`src/hw/rtl/lqm_pkg.sv`:
```
// lqm_pkg: shared types and codes of the linked queue manager
// used by lqm_ctrl, lqm_dp, linked_queue_manager_top and the testbench files; no dependencies
package lqm_pkg;

  localparam int unsigned ID_W  = 6;
  localparam int unsigned LEN_W = 7;
  localparam int unsigned MAX_SLOTS = 1 << ID_W;

  localparam logic [1:0] CMD_APPEND = 2'd0;
  localparam logic [1:0] CMD_REMOVE = 2'd1;
  localparam logic [1:0] CMD_QUERY  = 2'd2;

  localparam logic [1:0] STAT_OK     = 2'd0;
  localparam logic [1:0] STAT_LINKED = 2'd1;
  localparam logic [1:0] STAT_ABSENT = 2'd2;
  localparam logic [1:0] STAT_EMPTY  = 2'd3;

  typedef enum logic [1:0] {
    S_IDLE,
    S_EXEC,
    S_LINK2
  } state_e;

  // controller to datapath
  typedef struct packed {
    logic capture;
    logic exec;
    logic link2;
    logic load;
  } dp_cmd_t;

  // datapath to controller
  typedef struct packed {
    logic need_link2;
  } dp_sts_t;

endpackage

```
`src/hw/rtl/lqm_ram.sv`:
```
// lqm_ram: generic single write port ram with registered read
// no dependencies
module lqm_ram #(
  parameter int unsigned WIDTH = 6,
  parameter int unsigned DEPTH = 64
) (
  input  logic                     clk_i,
  input  logic                     we_i,
  input  logic [$clog2(DEPTH)-1:0] waddr_i,
  input  logic [WIDTH-1:0]         wdata_i,
  input  logic [$clog2(DEPTH)-1:0] raddr_i,
  output logic [WIDTH-1:0]         rdata_o
);

  logic [WIDTH-1:0] mem_q [DEPTH];
  logic [WIDTH-1:0] rdata_q;

  always_ff @(posedge clk_i) begin
    if (we_i) begin
      mem_q[waddr_i] <= wdata_i;
    end
    rdata_q <= mem_q[raddr_i];
  end

  assign rdata_o = rdata_q;

endmodule

```
`src/hw/rtl/lqm_ctrl.sv`:
```
// lqm_ctrl: sequencing state machine and result valid of the queue manager
// depends on lqm_pkg
module lqm_ctrl (
  input  logic             clk_i,
  input  logic             rst_ni,
  input  logic             s_valid_i,
  output logic             s_ready_o,
  output logic             m_valid_o,
  input  logic             m_ready_i,
  input  lqm_pkg::dp_sts_t sts_i,
  output lqm_pkg::dp_cmd_t cmd_o
);

  import lqm_pkg::*;

  state_e state_q, state_d;
  logic   m_valid_q, m_valid_d;
  logic   out_free;

  assign out_free = !m_valid_q || m_ready_i;

  always_comb begin
    state_d = state_q;
    unique case (state_q)
      S_IDLE: begin
        if (s_valid_i) begin
          state_d = S_EXEC;
        end
      end
      S_EXEC: begin
        if (sts_i.need_link2) begin
          state_d = S_LINK2;
        end else if (out_free) begin
          state_d = S_IDLE;
        end
      end
      S_LINK2: begin
        if (out_free) begin
          state_d = S_IDLE;
        end
      end
      default: state_d = S_IDLE;
    endcase
  end

  always_comb begin
    cmd_o     = '0;
    s_ready_o = 1'b0;
    unique case (state_q)
      S_IDLE: begin
        s_ready_o     = 1'b1;
        cmd_o.capture = s_valid_i;
      end
      S_EXEC: begin
        // first link write needs no free output slot
        cmd_o.exec = sts_i.need_link2 || out_free;
        cmd_o.load = !sts_i.need_link2 && out_free;
      end
      S_LINK2: begin
        cmd_o.link2 = out_free;
        cmd_o.load  = out_free;
      end
      default: ;
    endcase
  end

  always_comb begin
    m_valid_d = m_valid_q;
    if (cmd_o.load) begin
      m_valid_d = 1'b1;
    end else if (m_ready_i) begin
      m_valid_d = 1'b0;
    end
  end

  always_ff @(posedge clk_i or negedge rst_ni) begin
    if (!rst_ni) begin
      state_q   <= S_IDLE;
      m_valid_q <= 1'b0;
    end else begin
      state_q   <= state_d;
      m_valid_q <= m_valid_d;
    end
  end

  assign m_valid_o = m_valid_q;

  a_no_overwrite: assert property (@(posedge clk_i) disable iff (!rst_ni)
    cmd_o.load |-> (!m_valid_q || m_ready_i))
    else $error("result loaded over a pending transaction");

  a_link2_entry: assert property (@(posedge clk_i) disable iff (!rst_ni)
    (state_q == S_LINK2) |-> ($past(state_q) == S_EXEC || $past(state_q) == S_LINK2))
    else $error("second link step entered without first step");

  a_single_step: assert property (@(posedge clk_i) disable iff (!rst_ni)
    cmd_o.capture |=> !cmd_o.capture)
    else $error("new transaction accepted while one is in flight");

endmodule

```
`src/hw/rtl/lqm_dp.sv`:
```
// lqm_dp: queue state, link rams, membership flags and result register
// depends on lqm_pkg and lqm_ram
module lqm_dp #(
  parameter int unsigned NUM_SLOTS = 64
) (
  input  logic                     clk_i,
  input  logic                     rst_ni,
  input  lqm_pkg::dp_cmd_t         cmd_i,
  output lqm_pkg::dp_sts_t         sts_o,
  input  logic [1:0]               cmd_code_i,
  input  logic [lqm_pkg::ID_W-1:0] elem_i,
  output logic [1:0]               status_o,
  output logic [lqm_pkg::ID_W-1:0] head_id_o,
  output logic                     is_empty_o,
  output logic [lqm_pkg::LEN_W-1:0] queue_len_o
);

  import lqm_pkg::*;

  // only slots reachable by a 6-bit slot number get storage
  localparam int unsigned DEPTH = (NUM_SLOTS < MAX_SLOTS) ? NUM_SLOTS : MAX_SLOTS;
  localparam int unsigned AW    = $clog2(DEPTH);
  localparam logic [12:0] NSLOTS = 13'(NUM_SLOTS);

  logic [1:0]       cmd_q;
  logic [ID_W-1:0]  elem_q;
  logic [ID_W-1:0]  head_q, head_d;
  logic [ID_W-1:0]  tail_q, tail_d;
  logic             empty_q, empty_d;
  logic [LEN_W-1:0] count_q, count_d;
  logic [DEPTH-1:0] member_q, member_d;

  logic [1:0]       out_status_q;
  logic [ID_W-1:0]  out_head_q;
  logic             out_empty_q;
  logic [LEN_W-1:0] out_len_q;

  logic [AW-1:0]    idx, raddr;
  logic             in_range, is_member;
  logic [1:0]       status_c;
  logic [ID_W-1:0]  next_rd, prev_rd;
  logic             next_we, prev_we;
  logic [AW-1:0]    next_waddr, prev_waddr;
  logic [ID_W-1:0]  next_wdata, prev_wdata;

  assign idx       = AW'(elem_q);
  assign raddr     = cmd_i.capture ? AW'(elem_i) : idx;
  assign in_range  = 13'(elem_q) < NSLOTS;
  assign is_member = in_range && member_q[idx];

  assign sts_o.need_link2 = (cmd_q == CMD_APPEND) && in_range && !is_member && !empty_q;

  lqm_ram #(.WIDTH(ID_W), .DEPTH(DEPTH)) u_next_ram (
    .clk_i  (clk_i),
    .we_i   (next_we),
    .waddr_i(next_waddr),
    .wdata_i(next_wdata),
    .raddr_i(raddr),
    .rdata_o(next_rd)
  );

  lqm_ram #(.WIDTH(ID_W), .DEPTH(DEPTH)) u_prev_ram (
    .clk_i  (clk_i),
    .we_i   (prev_we),
    .waddr_i(prev_waddr),
    .wdata_i(prev_wdata),
    .raddr_i(raddr),
    .rdata_o(prev_rd)
  );

  always_comb begin
    head_d     = head_q;
    tail_d     = tail_q;
    empty_d    = empty_q;
    count_d    = count_q;
    member_d   = member_q;
    status_c   = STAT_OK;
    next_we    = 1'b0;
    prev_we    = 1'b0;
    next_waddr = idx;
    prev_waddr = idx;
    next_wdata = elem_q;
    prev_wdata = elem_q;
    if (cmd_i.exec) begin
      case (cmd_q)
        CMD_APPEND: begin
          if (!in_range) begin
            status_c = STAT_ABSENT;
          end else if (is_member) begin
            status_c = STAT_LINKED;
          end else begin
            member_d[idx] = 1'b1;
            count_d       = count_q + 1'b1;
            tail_d        = elem_q;
            if (empty_q) begin
              // self loop
              next_we = 1'b1;
              prev_we = 1'b1;
              head_d  = elem_q;
              empty_d = 1'b0;
            end else begin
              next_we    = 1'b1;
              next_waddr = AW'(tail_q);
              prev_we    = 1'b1;
              prev_wdata = tail_q;
            end
          end
        end
        CMD_REMOVE: begin
          if (empty_q) begin
            status_c = STAT_EMPTY;
          end else if (!is_member) begin
            status_c = STAT_ABSENT;
          end else begin
            member_d[idx] = 1'b0;
            if (prev_rd == elem_q && next_rd == elem_q) begin
              empty_d = 1'b1;
              head_d  = '0;
              tail_d  = '0;
              count_d = '0;
            end else begin
              count_d    = count_q - 1'b1;
              next_we    = 1'b1;
              next_waddr = AW'(prev_rd);
              next_wdata = next_rd;
              prev_we    = 1'b1;
              prev_waddr = AW'(next_rd);
              prev_wdata = prev_rd;
              if (head_q == elem_q) begin
                head_d = next_rd;
              end
              if (tail_q == elem_q) begin
                tail_d = prev_rd;
              end
            end
          end
        end
        default: status_c = STAT_OK;
      endcase
    end else if (cmd_i.link2) begin
      // close the ring: new tail points back to the head
      next_we    = 1'b1;
      next_wdata = head_q;
      prev_we    = 1'b1;
      prev_waddr = AW'(head_q);
    end
  end

  always_ff @(posedge clk_i or negedge rst_ni) begin
    if (!rst_ni) begin
      head_q   <= '0;
      tail_q   <= '0;
      empty_q  <= 1'b1;
      count_q  <= '0;
      member_q <= '0;
    end else begin
      head_q   <= head_d;
      tail_q   <= tail_d;
      empty_q  <= empty_d;
      count_q  <= count_d;
      member_q <= member_d;
    end
  end

  always_ff @(posedge clk_i) begin
    if (cmd_i.capture) begin
      cmd_q  <= cmd_code_i;
      elem_q <= elem_i;
    end
    if (cmd_i.load) begin
      out_status_q <= status_c;
      out_head_q   <= head_d;
      out_empty_q  <= empty_d;
      out_len_q    <= count_d;
    end
  end

  assign status_o    = out_status_q;
  assign head_id_o   = out_head_q;
  assign is_empty_o  = out_empty_q;
  assign queue_len_o = out_len_q;

  a_count_matches: assert property (@(posedge clk_i) disable iff (!rst_ni)
    $countones(member_q) == int'(count_q))
    else $error("element count differs from membership flags");

  a_empty_matches: assert property (@(posedge clk_i) disable iff (!rst_ni)
    empty_q == (count_q == '0))
    else $error("empty flag differs from element count");

  a_empty_head: assert property (@(posedge clk_i) disable iff (!rst_ni)
    empty_q |-> (head_q == '0))
    else $error("head not cleared in empty queue");

endmodule

```
`src/hw/rtl/linked_queue_manager_top.sv`:
```
// Linked queue manager: one circular doubly linked queue over NUM_SLOTS slots.
// Each transaction is taken in S_IDLE (capture and link read), then updated in S_EXEC;
// an append to a non-empty queue adds S_LINK2 for its second write to each link ram.
// A new transaction is taken only once the last one has loaded its result;
// a result not yet taken by the receiver holds the next transaction in its update.
// Reset clears head, tail, count, empty and membership flags at once; link rams are not
// cleared and are only read for linked slots, so there is no clearing pass.
module linked_queue_manager_top #(
  parameter int unsigned NUM_SLOTS = 64
) (
  input  logic        clk_i,
  input  logic        rst_ni,
  input  logic        s_axis_tvalid_i,
  output logic        s_axis_tready_o,
  input  logic [7:0]  s_axis_tdata_i,   // [1:0] cmd, [7:2] elem_id
  output logic        m_axis_tvalid_o,
  input  logic        m_axis_tready_i,
  output logic [15:0] m_axis_tdata_o    // [1:0] status, [7:2] head_id, [8] is_empty,
                                        // [15:9] queue_len
);

  import lqm_pkg::*;

  dp_cmd_t          dp_cmd;
  dp_sts_t          dp_sts;
  logic [1:0]       status;
  logic [ID_W-1:0]  head_id;
  logic             is_empty;
  logic [LEN_W-1:0] queue_len;

  lqm_ctrl u_ctrl (
    .clk_i    (clk_i),
    .rst_ni   (rst_ni),
    .s_valid_i(s_axis_tvalid_i),
    .s_ready_o(s_axis_tready_o),
    .m_valid_o(m_axis_tvalid_o),
    .m_ready_i(m_axis_tready_i),
    .sts_i    (dp_sts),
    .cmd_o    (dp_cmd)
  );

  lqm_dp #(.NUM_SLOTS(NUM_SLOTS)) u_dp (
    .clk_i      (clk_i),
    .rst_ni     (rst_ni),
    .cmd_i      (dp_cmd),
    .sts_o      (dp_sts),
    .cmd_code_i (s_axis_tdata_i[1:0]),
    .elem_i     (s_axis_tdata_i[7:2]),
    .status_o   (status),
    .head_id_o  (head_id),
    .is_empty_o (is_empty),
    .queue_len_o(queue_len)
  );

  assign m_axis_tdata_o = {queue_len, is_empty, head_id, status};

endmodule

```
`config.mk`:
```
export PLATFORM = sky130hd
export DESIGN_NAME = linked_queue_manager_top
export DESIGN_NICKNAME = d
export VERILOG_FILES = /design/src/hw/rtl/lqm_pkg.sv /design/src/hw/rtl/lqm_ram.sv /design/src/hw/rtl/lqm_ctrl.sv /design/src/hw/rtl/lqm_dp.sv /design/src/hw/rtl/linked_queue_manager_top.sv
export SDC_FILE = /design/constraint.sdc
export NUM_CORES = 1
export LEC_CHECK = 0
export BUFFER_PORTS_ARGS = -buffer_cell sky130_fd_sc_hd__buf_2
export CAP_MARGIN = 10
export CORE_MARGIN = 5
export CORE_UTILIZATION = 57
export CTS_BUF_LIST = sky130_fd_sc_hd__clkbuf_8 sky130_fd_sc_hd__clkbuf_16
export CTS_CLUSTER_SIZE = 30
export DETAILED_ROUTE_END_ITERATION = 8
export PLACE_DENSITY = 0.85
export SETUP_SLACK_MARGIN = 0.4
export SYNTH_ARGS = -nofsm -noshare
export SYNTH_HDL_FRONTEND = slang
export SYNTH_SLANG_ARGS = --single-unit
```
`constraint.sdc`:
```
create_clock -name clk_i -period 5.6 [get_ports clk_i]
set_input_delay 0.28 -clock clk_i [delete_from_list [all_inputs] [get_ports clk_i]]
set_output_delay 0.28 -clock clk_i [all_outputs]
set_load 0.005 [all_outputs]
```
==> results.sh, run 1 <==
export IMPL_finalHoldViolations=0
export IMPL_cp_data_arrival_time_ns=5.23
export IMPL_post_route_skew_ns=0.0360
export IMPL_post_synth_instance_area_sq_mm=0.0377
export IMPL_groute_usage_overall_pct=25.6
export IMPL_r2r_slack_ns=0.65
export IMPL_status="complete, no violations"
export IMPL_setup_viol=0
export IMPL_floorplan_die_area_sq_mm=0.0713
export IMPL_synth_fp_nets=3158
export IMPL_synth_top_cells_by_count="803 x nand2_1, 786 x edfxtp_1, 404 x nand3_1"
export IMPL_post_synth_top_count_cell="nand2_1"
export IMPL_relSlewSlack_pct=31.0
export IMPL_min_delay_path_class="in -> async"
export IMPL_synth_cell_types=82
export IMPL_detailedPlacementHpwl_mm=51.2
export IMPL_achievable_frequency_ghz=0.202
export IMPL_path_max_fanout=40
export IMPL_timing_hold_ws_ns=0.124
export IMPL_port_buffer_count=29
export IMPL_antennaDiodeCount=0
export IMPL_clock_tree_from_tritoncts="yes"
export IMPL_layout_utilization_pct=63.1
export IMPL_grt_antenna_before_repair=2
export IMPL_post_layout_total_power_mw=23.7
export IMPL_postSynth_asyncResetShare_pct=9.76
export IMPL_number_of_max_cap_violations=0
export IMPL_top_level_ports=30
export IMPL_final_max_slew_violation_count=0
export IMPL_cell_rows=94
export IMPL_cts_max_path_buffers=3
export IMPL_timing_critical_path_cells="inv_2, nor2_1, a221o_1, a221oi_2, o211ai_2, nand2_1, o221ai_2, nand3_1, nor2_1"
export IMPL_crit_family="simple AND/OR/NAND/NOR gates"
export IMPL_clkSinkCount=891
export IMPL_post_synth_cell_area_avg_sq_um=12.0
export IMPL_cts_root_buffer="clkbuf_16"
export IMPL_grt_overflow_total=0
export IMPL_crit_slowest_cell="dfxtp_2"
export IMPL_timing_critical_path_buf_inv=1
export IMPL_syn2layout_area_growth_pct=9.93
export IMPL_clkLatencyLatePin_ns=0.67
export IMPL_critical_path_endpoint_type="register"
export IMPL_route_met2_wl_mm=44.1
export IMPL_htreeDepth=3
export IMPL_core_sq_mm=0.0656
export IMPL_highest_signal_layer="met5"
export IMPL_route_detailed_wl_per_inst_um=23.0
export IMPL_pwr_cell_area_mw_per_mm2=573
export IMPL_wl_met3_mm=11.1
export IMPL_setup_tns_final_ns=0
export IMPL_yosys_register_bits=891
export IMPL_layout_drive_gt1_share_pct=9.29
export IMPL_route_layer_met1_wl_mm=33.6
export IMPL_design_area_sq_mm=0.0414
export IMPL_critical_path_max_stage_delay_ns=0.89
export IMPL_design_final_nets=3111
export IMPL_die_x_um=267
export IMPL_placed_area_sq_mm=0.0385
export IMPL_worst_slack_at_placement_ns=0.675
export IMPL_tritoncts_num_buffers=85
export IMPL_synth_seq_area_share_pct=69.4
export IMPL_post_cts_setup_buffer_count=0
export IMPL_number_of_global_route_vias_before_repair=25200
export IMPL_final_period_minus_worst_setup_slack_ns=4.95
export IMPL_synth_top_cells_by_area="edfxtp_1 63%, nand2_1 8.0%, dfrtp_1 5.7%"
export IMPL_drt_initial_drc_count=4519
export IMPL_grt_setup_unrepaired="no"
export IMPL_drt_drc_violations_left=0
export IMPL_post_route_worst_setup_slack_ns=0.648
export IMPL_worst_setup_hold_path_clk_slew_ns=0.07
export IMPL_postRouteWirelength_mm=92.7
export IMPL_timing_critical_path_required_ns=5.88
export IMPL_ant_nets=0
export IMPL_chipHeight_um=267
export IMPL_largest_net_degree_at_the_start_of_global_routing=193
export IMPL_synth_top_area_cell="edfxtp_1"
export IMPL_grt_pass1_wl_mm=142
export IMPL_final_weighted_congestion_in_routability_driven_placement=0.910
export IMPL_vdd_ir_drop_max_v=0.000683
export IMPL_instances_no_fill=4028
export IMPL_number_of_enable_type_register_cells_in_the_synthesized_netlist=786
export IMPL_vias=26200
export IMPL_post_synth_inst_count=3140
export IMPL_starting_utilization_of_the_core_area_pct=57.4
export IMPL_startpoint_type="register"
export IMPL_vias_per_cell=6.51
export IMPL_cellLeakagePower_nw=14.5
export IMPL_max_slew_worst_pin_slew_ns=1.03
export IMPL_placedCellCount=3864
export IMPL_worst_setup_path_type="reg -> reg"
export IMPL_synth_main_ff_cell="edfxtp_1"
export IMPL_layout_worst_path_cycle_share_pct=88.4
export IMPL_synth_warning_count=0
export IMPL_detail_route_first_pass_iterations=7
export IMPL_crit_path_frequent_cell="nor2_1"
export IMPL_yosysTopAreaCellShare_pct=62.6
==> area by class of cell <==
cell class / instances / area, sq um
clock buffer: 89 / 2200
clock inverter: 69 / 623
fill: 4502 / 24200
inverter: 26 / 110
multi-input combinational: 2006 / 10600
sequential: 891 / 26100
tap: 864 / 1080
timing repair buffer: 83 / 644
==> cells by family after synthesis <==
kind of cell	Yosys count	synth area share [%]
AO/OA/AOI/OAI	414	8.09
buffers and inverters	243	2.70
AND/OR/NAND/NOR	1531	18.0
adder cells (fa/ha/maj)	6	0.199
multiplexers	43	1.31
XOR/XNOR	12	0.279
flip-flops	891	69.4
==> placed cells by master (no fill, tap or decap), types with 9 or more instances in the layout <==
cell       netlist  final
dfxtp_1         18     16
edfxtp_1       786    786
nand2_1        803    803
buf_2           42     28
a311oi_1       123    123
bufinv_16        0      9
o21ai_0         45     45
a21oi_1         75     74
a31oi_1         53     53
a211oi_1        17     17
and3_1          68     68
nor2_1         168    168
buf_4            2     43
nor2b_1         10      9
dfrtp_1         86     86
inv_1           16     30
clkinv_2         0     21
nand3_1        404    404
mux2i_1         25     20
nand2b_1        13     13
clkbuf_16        0     87
o31ai_1         35     35
mux2_2          12     12
clkinv_1         0     14
inv_2           10      9
nor3_1          15     15
nand3_2         19     19
==> state kept, by name, indices dropped and copies added (netlist names), 2 cells and up, named ones only <==
signal                   flops
u_dp.status_o                2
u_dp.u_prev_ram.rdata_o      6
u_dp.queue_len_o             7
u_dp.u_prev_ram.mem_q      384
u_dp.head_id_o               6
u_dp.u_next_ram.rdata_o      6
u_dp.u_next_ram.mem_q      384
u_dp.head_q                  6
u_dp.tail_q                  6
u_dp.elem_q                  6
u_dp.cmd_q                   2
u_dp.count_q                 7
u_ctrl.state_q               2
==> timing repair <==
item | CTS | global route
endpoints found under the hold margin | 38 | 0
gates resized for setup | 0 | 1
endpoints found under the setup margin | 0 | 54
hold buffers | 5 | 0
==> power breakdown <==
group / switching (mW) / internal, mW
Combinational: 6.38 / 2.24
Sequential: 0.481 / 8.82
Clock: 2.50 / 3.29
==> worst paths after layout <==
path,from,to,depth (start not counted)
max,u_dp.elem_q[2]$_DFF_P_,u_dp.u_prev_ram.mem_q[48][2]$_DFFE_PP_,9
min,rst_ni,asynchronous set/reset pin,2
max reg2reg,u_dp.elem_q[2]$_DFF_P_,u_dp.u_prev_ram.mem_q[48][2]$_DFFE_PP_,9
min reg2reg,register,register,2
max in group asynchronous,rst_ni,u_dp.tail_q[3]$_DFFE_PN0P_,3
min in group clk_i,s_axis_tdata_i[7],u_dp.elem_q[5]$_DFF_P_,3
==> routing by layer <==
metal	global-route usage (%)	up-vias
met5	0	-
met4	10.7	2
met3	5.18	316
met2	41.2	1936
met1	34.5	12500
li1	-	11500
Power figures use the tool's default switching activity.
==> run 2, diff against run 1 <==
--- a/config.mk
+++ b/config.mk
@@ -5,14 +5,16 @@
 export SDC_FILE = /design/constraint.sdc
 export NUM_CORES = 1
 export LEC_CHECK = 0
-export BUFFER_PORTS_ARGS = -buffer_cell sky130_fd_sc_hd__buf_2
+export BUFFER_PORTS_ARGS = -buffer_cell sky130_fd_sc_hd__clkbuf_2
 export CAP_MARGIN = 10
+export CORE_ASPECT_RATIO = 0.8
 export CORE_MARGIN = 5
 export CORE_UTILIZATION = 57
 export CTS_BUF_LIST = sky130_fd_sc_hd__clkbuf_8 sky130_fd_sc_hd__clkbuf_16
 export CTS_CLUSTER_SIZE = 30
 export DETAILED_ROUTE_END_ITERATION = 8
 export PLACE_DENSITY = 0.85
+export REMOVE_ABC_BUFFERS = 1
 export SETUP_SLACK_MARGIN = 0.4
 export SYNTH_ARGS = -nofsm -noshare
 export SYNTH_HDL_FRONTEND = slang
==> run 2 against run 1 <==
- setup slack worse by 0.13 ns
- first-iteration DRC count down 3.7%
- register-to-register slack worse by 0.13 ns
- power up 0.82%
- combinational power up 1%
- worst hold slack worse by 0.057 ns
- via count down 0.31%
- wire length up 0.35%
- clock power up 2%
- critical endpoint is now u_dp.u_prev_ram.mem_q[41][4]$_DFFE_PP_
- die area about the same
- critical path depth up 2
==> results.sh, run 2 (same netlist as run 1, synthesis figures left out) <==
export IMPL_leading_cell_types_in_the_layout_fill_and_taps_excluded="803 x nand2_1, 786 x edfxtp_1, 403 x nand3_1"
export IMPL_reg2reg_depth=11
export IMPL_max_slew_worst_pin_slew_ns=1.09
export IMPL_drt_drc_violations_left=0
export IMPL_min_delay_path_class="in -> reg"
export IMPL_cellLeakagePower_nw=14.5
export IMPL_p_comb_share_pct=36.5
export IMPL_final_max_slew_violation_count=0
export IMPL_grt_overflow_total=0
export IMPL_grt_setup_unrepaired="yes"
export IMPL_vias_per_cell=6.51
export IMPL_final_weighted_congestion_in_routability_driven_placement=0.911
export IMPL_tritoncts_num_buffers=82
export IMPL_clkLatencyLatePin_ns=0.64
export IMPL_worst_r2r_endpoint="u_dp.u_prev_ram.mem_q[41][4]$_DFFE_PP_"
export IMPL_post_cts_setup_buffer_count=0
export IMPL_worstHoldPathCells=3
export IMPL_starting_utilization_of_the_core_area_pct=57.5
export IMPL_final_seq_area_sq_mm=0.0261
export IMPL_placed_area_sq_mm=0.0385
export IMPL_port_buffer_count=29
export IMPL_grt_antenna_before_repair=1
export IMPL_share_clk_of_total_power_pct=24.8
export IMPL_vias=26100
export IMPL_seqPwrFrac_pct=38.8
export IMPL_post_route_worst_setup_slack_ns=0.518
export IMPL_worst_setup_hold_path_clk_slew_ns=0.07
export IMPL_cp_data_arrival_time_ns=5.35
export IMPL_cts_root_buffer="clkbuf_16"
export IMPL_design_area_sq_mm=0.0414
export IMPL_pwr_cell_area_mw_per_mm2=577
export IMPL_timing_hold_ws_ns=0.0670
export IMPL_highest_signal_layer="met5"
export IMPL_vdd_ir_drop_max_v=0.000787
export IMPL_post_route_skew_ns=0.0256
export IMPL_worstHoldEndpoint="u_ctrl.m_valid_o$_DFFE_PN0P_"
export IMPL_ant_nets=0
export IMPL_route_met2_wl_mm=42.0
export IMPL_syn2layout_area_growth_pct=9.98
export IMPL_grt_pass1_wl_mm=143
export IMPL_wl_met3_mm=12.8
export IMPL_layout_top_registers="u_dp.u_next_ram.mem_q (384), u_dp.u_prev_ram.mem_q (384)"
export IMPL_number_of_global_route_vias_before_repair=24700
export IMPL_achievable_frequency_ghz=0.197
export IMPL_r2r_slack_ns=0.52
export IMPL_design_final_nets=3104
export IMPL_core_sq_mm=0.0656
export IMPL_groute_usage_overall_pct=25.5
export IMPL_htreeDepth=3
export IMPL_critical_path_endpoint_type="register"
export IMPL_relSlewSlack_pct=25.9
export IMPL_final_period_minus_worst_setup_slack_ns=5.08
export IMPL_critical_path_reg2reg_startpoint="u_dp.elem_q[2]$_DFF_P_"
export IMPL_largest_net_degree_at_the_start_of_global_routing=218
export IMPL_multi_input_comb_area_sq_mm=0.0106
export IMPL_crit_path_start="u_dp.elem_q[2]$_DFF_P_"
export IMPL_layout_worst_path_cycle_share_pct=90.7
export IMPL_clock_tree_from_tritoncts="yes"
export IMPL_drt_initial_drc_count=4354
export IMPL_clkSinkCount=891
export IMPL_chipHeight_um=240
export IMPL_count_of_filler_cells_inserted_in_the_layout=4538
export IMPL_finalHoldViolations=0
export IMPL_postRouteWirelength_mm=93.0
export IMPL_route_layer_met1_wl_mm=35.1
export IMPL_layout_drive_gt1_share_pct=9.45
export IMPL_startpoint_type="register"
export IMPL_cts_max_path_buffers=3
export IMPL_cell_rows=84
export IMPL_layout_commonest_cell="nand2_1"
export IMPL_post_layout_total_power_mw=23.9
export IMPL_worst_setup_path_type="reg -> reg"
export IMPL_worst_slack_at_placement_ns=0.688
export IMPL_status="complete, no violations"
export IMPL_intPower_mw=14.5
export IMPL_floorplan_die_area_sq_mm=0.0714
export IMPL_power_switching_fraction_pct=39.3
export IMPL_die_x_um=297
export IMPL_min_from="m_axis_tready_i"
export IMPL_detail_route_first_pass_iterations=6
export IMPL_power_switching_mw=9.39
export IMPL_top_level_ports=30
export IMPL_route_detailed_wl_per_inst_um=23.2
export IMPL_timing_critical_path_required_ns=5.87
export IMPL_setup_tns_final_ns=0
export IMPL_detailedPlacementHpwl_mm=52.1
export IMPL_path_max_fanout=41
export IMPL_setup_viol=0
export IMPL_number_of_max_cap_violations=0
[run 2: cell types whose count changed in the layout (fill, tap and decap cells not counted), sizes merged, moves of 4 or more]
cell      previous run  this run
clkinv              39        28
clkinvlp             0         4
buf                 78        47
clkbuf              89       117
inv                 47        43
bufinv               9        14
[run 2: worst max-delay path, stage by stage, from the launching register on]
cell and delay [ns]:
dfxtp_2 0.87, buf_4 0.35, nor3b_2 0.28, a222oi_1 0.14, nor3b_1 0.28, a221oi_2 0.08, o211ai_2 0.18, buf_4 0.28
nand2_1 0.38, o221ai_2 0.46, nand3_1 0.71, nor2_1 0.70
[run 2: worst max-delay path by stage]
| stage | endpoint | cells after the start |
|---|---|---|
| after global routing | u_dp.u_prev_ram.mem_q[33][4]$_DFFE_PP_ | 11 |
| final | u_dp.u_prev_ram.mem_q[41][4]$_DFFE_PP_ | 11 |
| after global placement | u_dp.u_prev_ram.mem_q[10][2]$_DFFE_PP_ | 11 |
| after floorplan | u_dp.u_next_ram.rdata_o[0]$_DFF_P_ | 12 |
| after CTS | u_dp.u_prev_ram.mem_q[32][1]$_DFFE_PP_ | 11 |
| after detailed placement | u_dp.u_prev_ram.mem_q[32][1]$_DFFE_PP_ | 11 |
[run 2: stage by stage]
step | utilization (%) | std cells
3_3_place_gp | 58.7 | 3857
4_1_cts | 63.1 | 4013
3_5_place_dp | 58.7 | 3857
2_1_floorplan | - | 2923
5_1_grt | 63.2 | 4014
6_report | 63.2 | 4015
[run 2: cell type report]
class | count | share of cell area [%]
Timing Repair Buffer | 79 | 1.45
Tap cell | 860 | 2.60
Clock buffer | 89 | 5.24
Clock inverter | 63 | 1.71
Sequential cell | 891 | 63.1
Inverter | 26 | 0.266
Antenna cell | 1 | 0.00604
Multi-Input combinational cell | 2006 | 25.6
[run 2: routing by layer]
layer,global-route usage (%),vias to the layer above
met4,8.26,2
met3,6.55,277
met1,35.8,12400
met5,0,-
met2,39.7,2031
li1,-,11500
[run 2: power by group through the flow]
stage | registers [mW] | logic [mW] | clock network [mW]
4_1_cts | 9.25 | 8.44 | 5.96
2_1_floorplan | 9.20 | 5.05 | 0
3_3_place_gp | 9.38 | 8.17 | 0
5_1_grt | 9.31 | 9.27 | 6.25
3_5_place_dp | 9.38 | 8.35 | 0
6_report | 9.27 | 8.72 | 5.92
[run 2: timing repair]
action | 4_1_cts | 5_1_grt
endpoints found under the setup margin | 0 | 217
hold buffers | 4 | 0
gates resized for setup | 0 | 6
endpoints found under the hold margin | 30 | 0
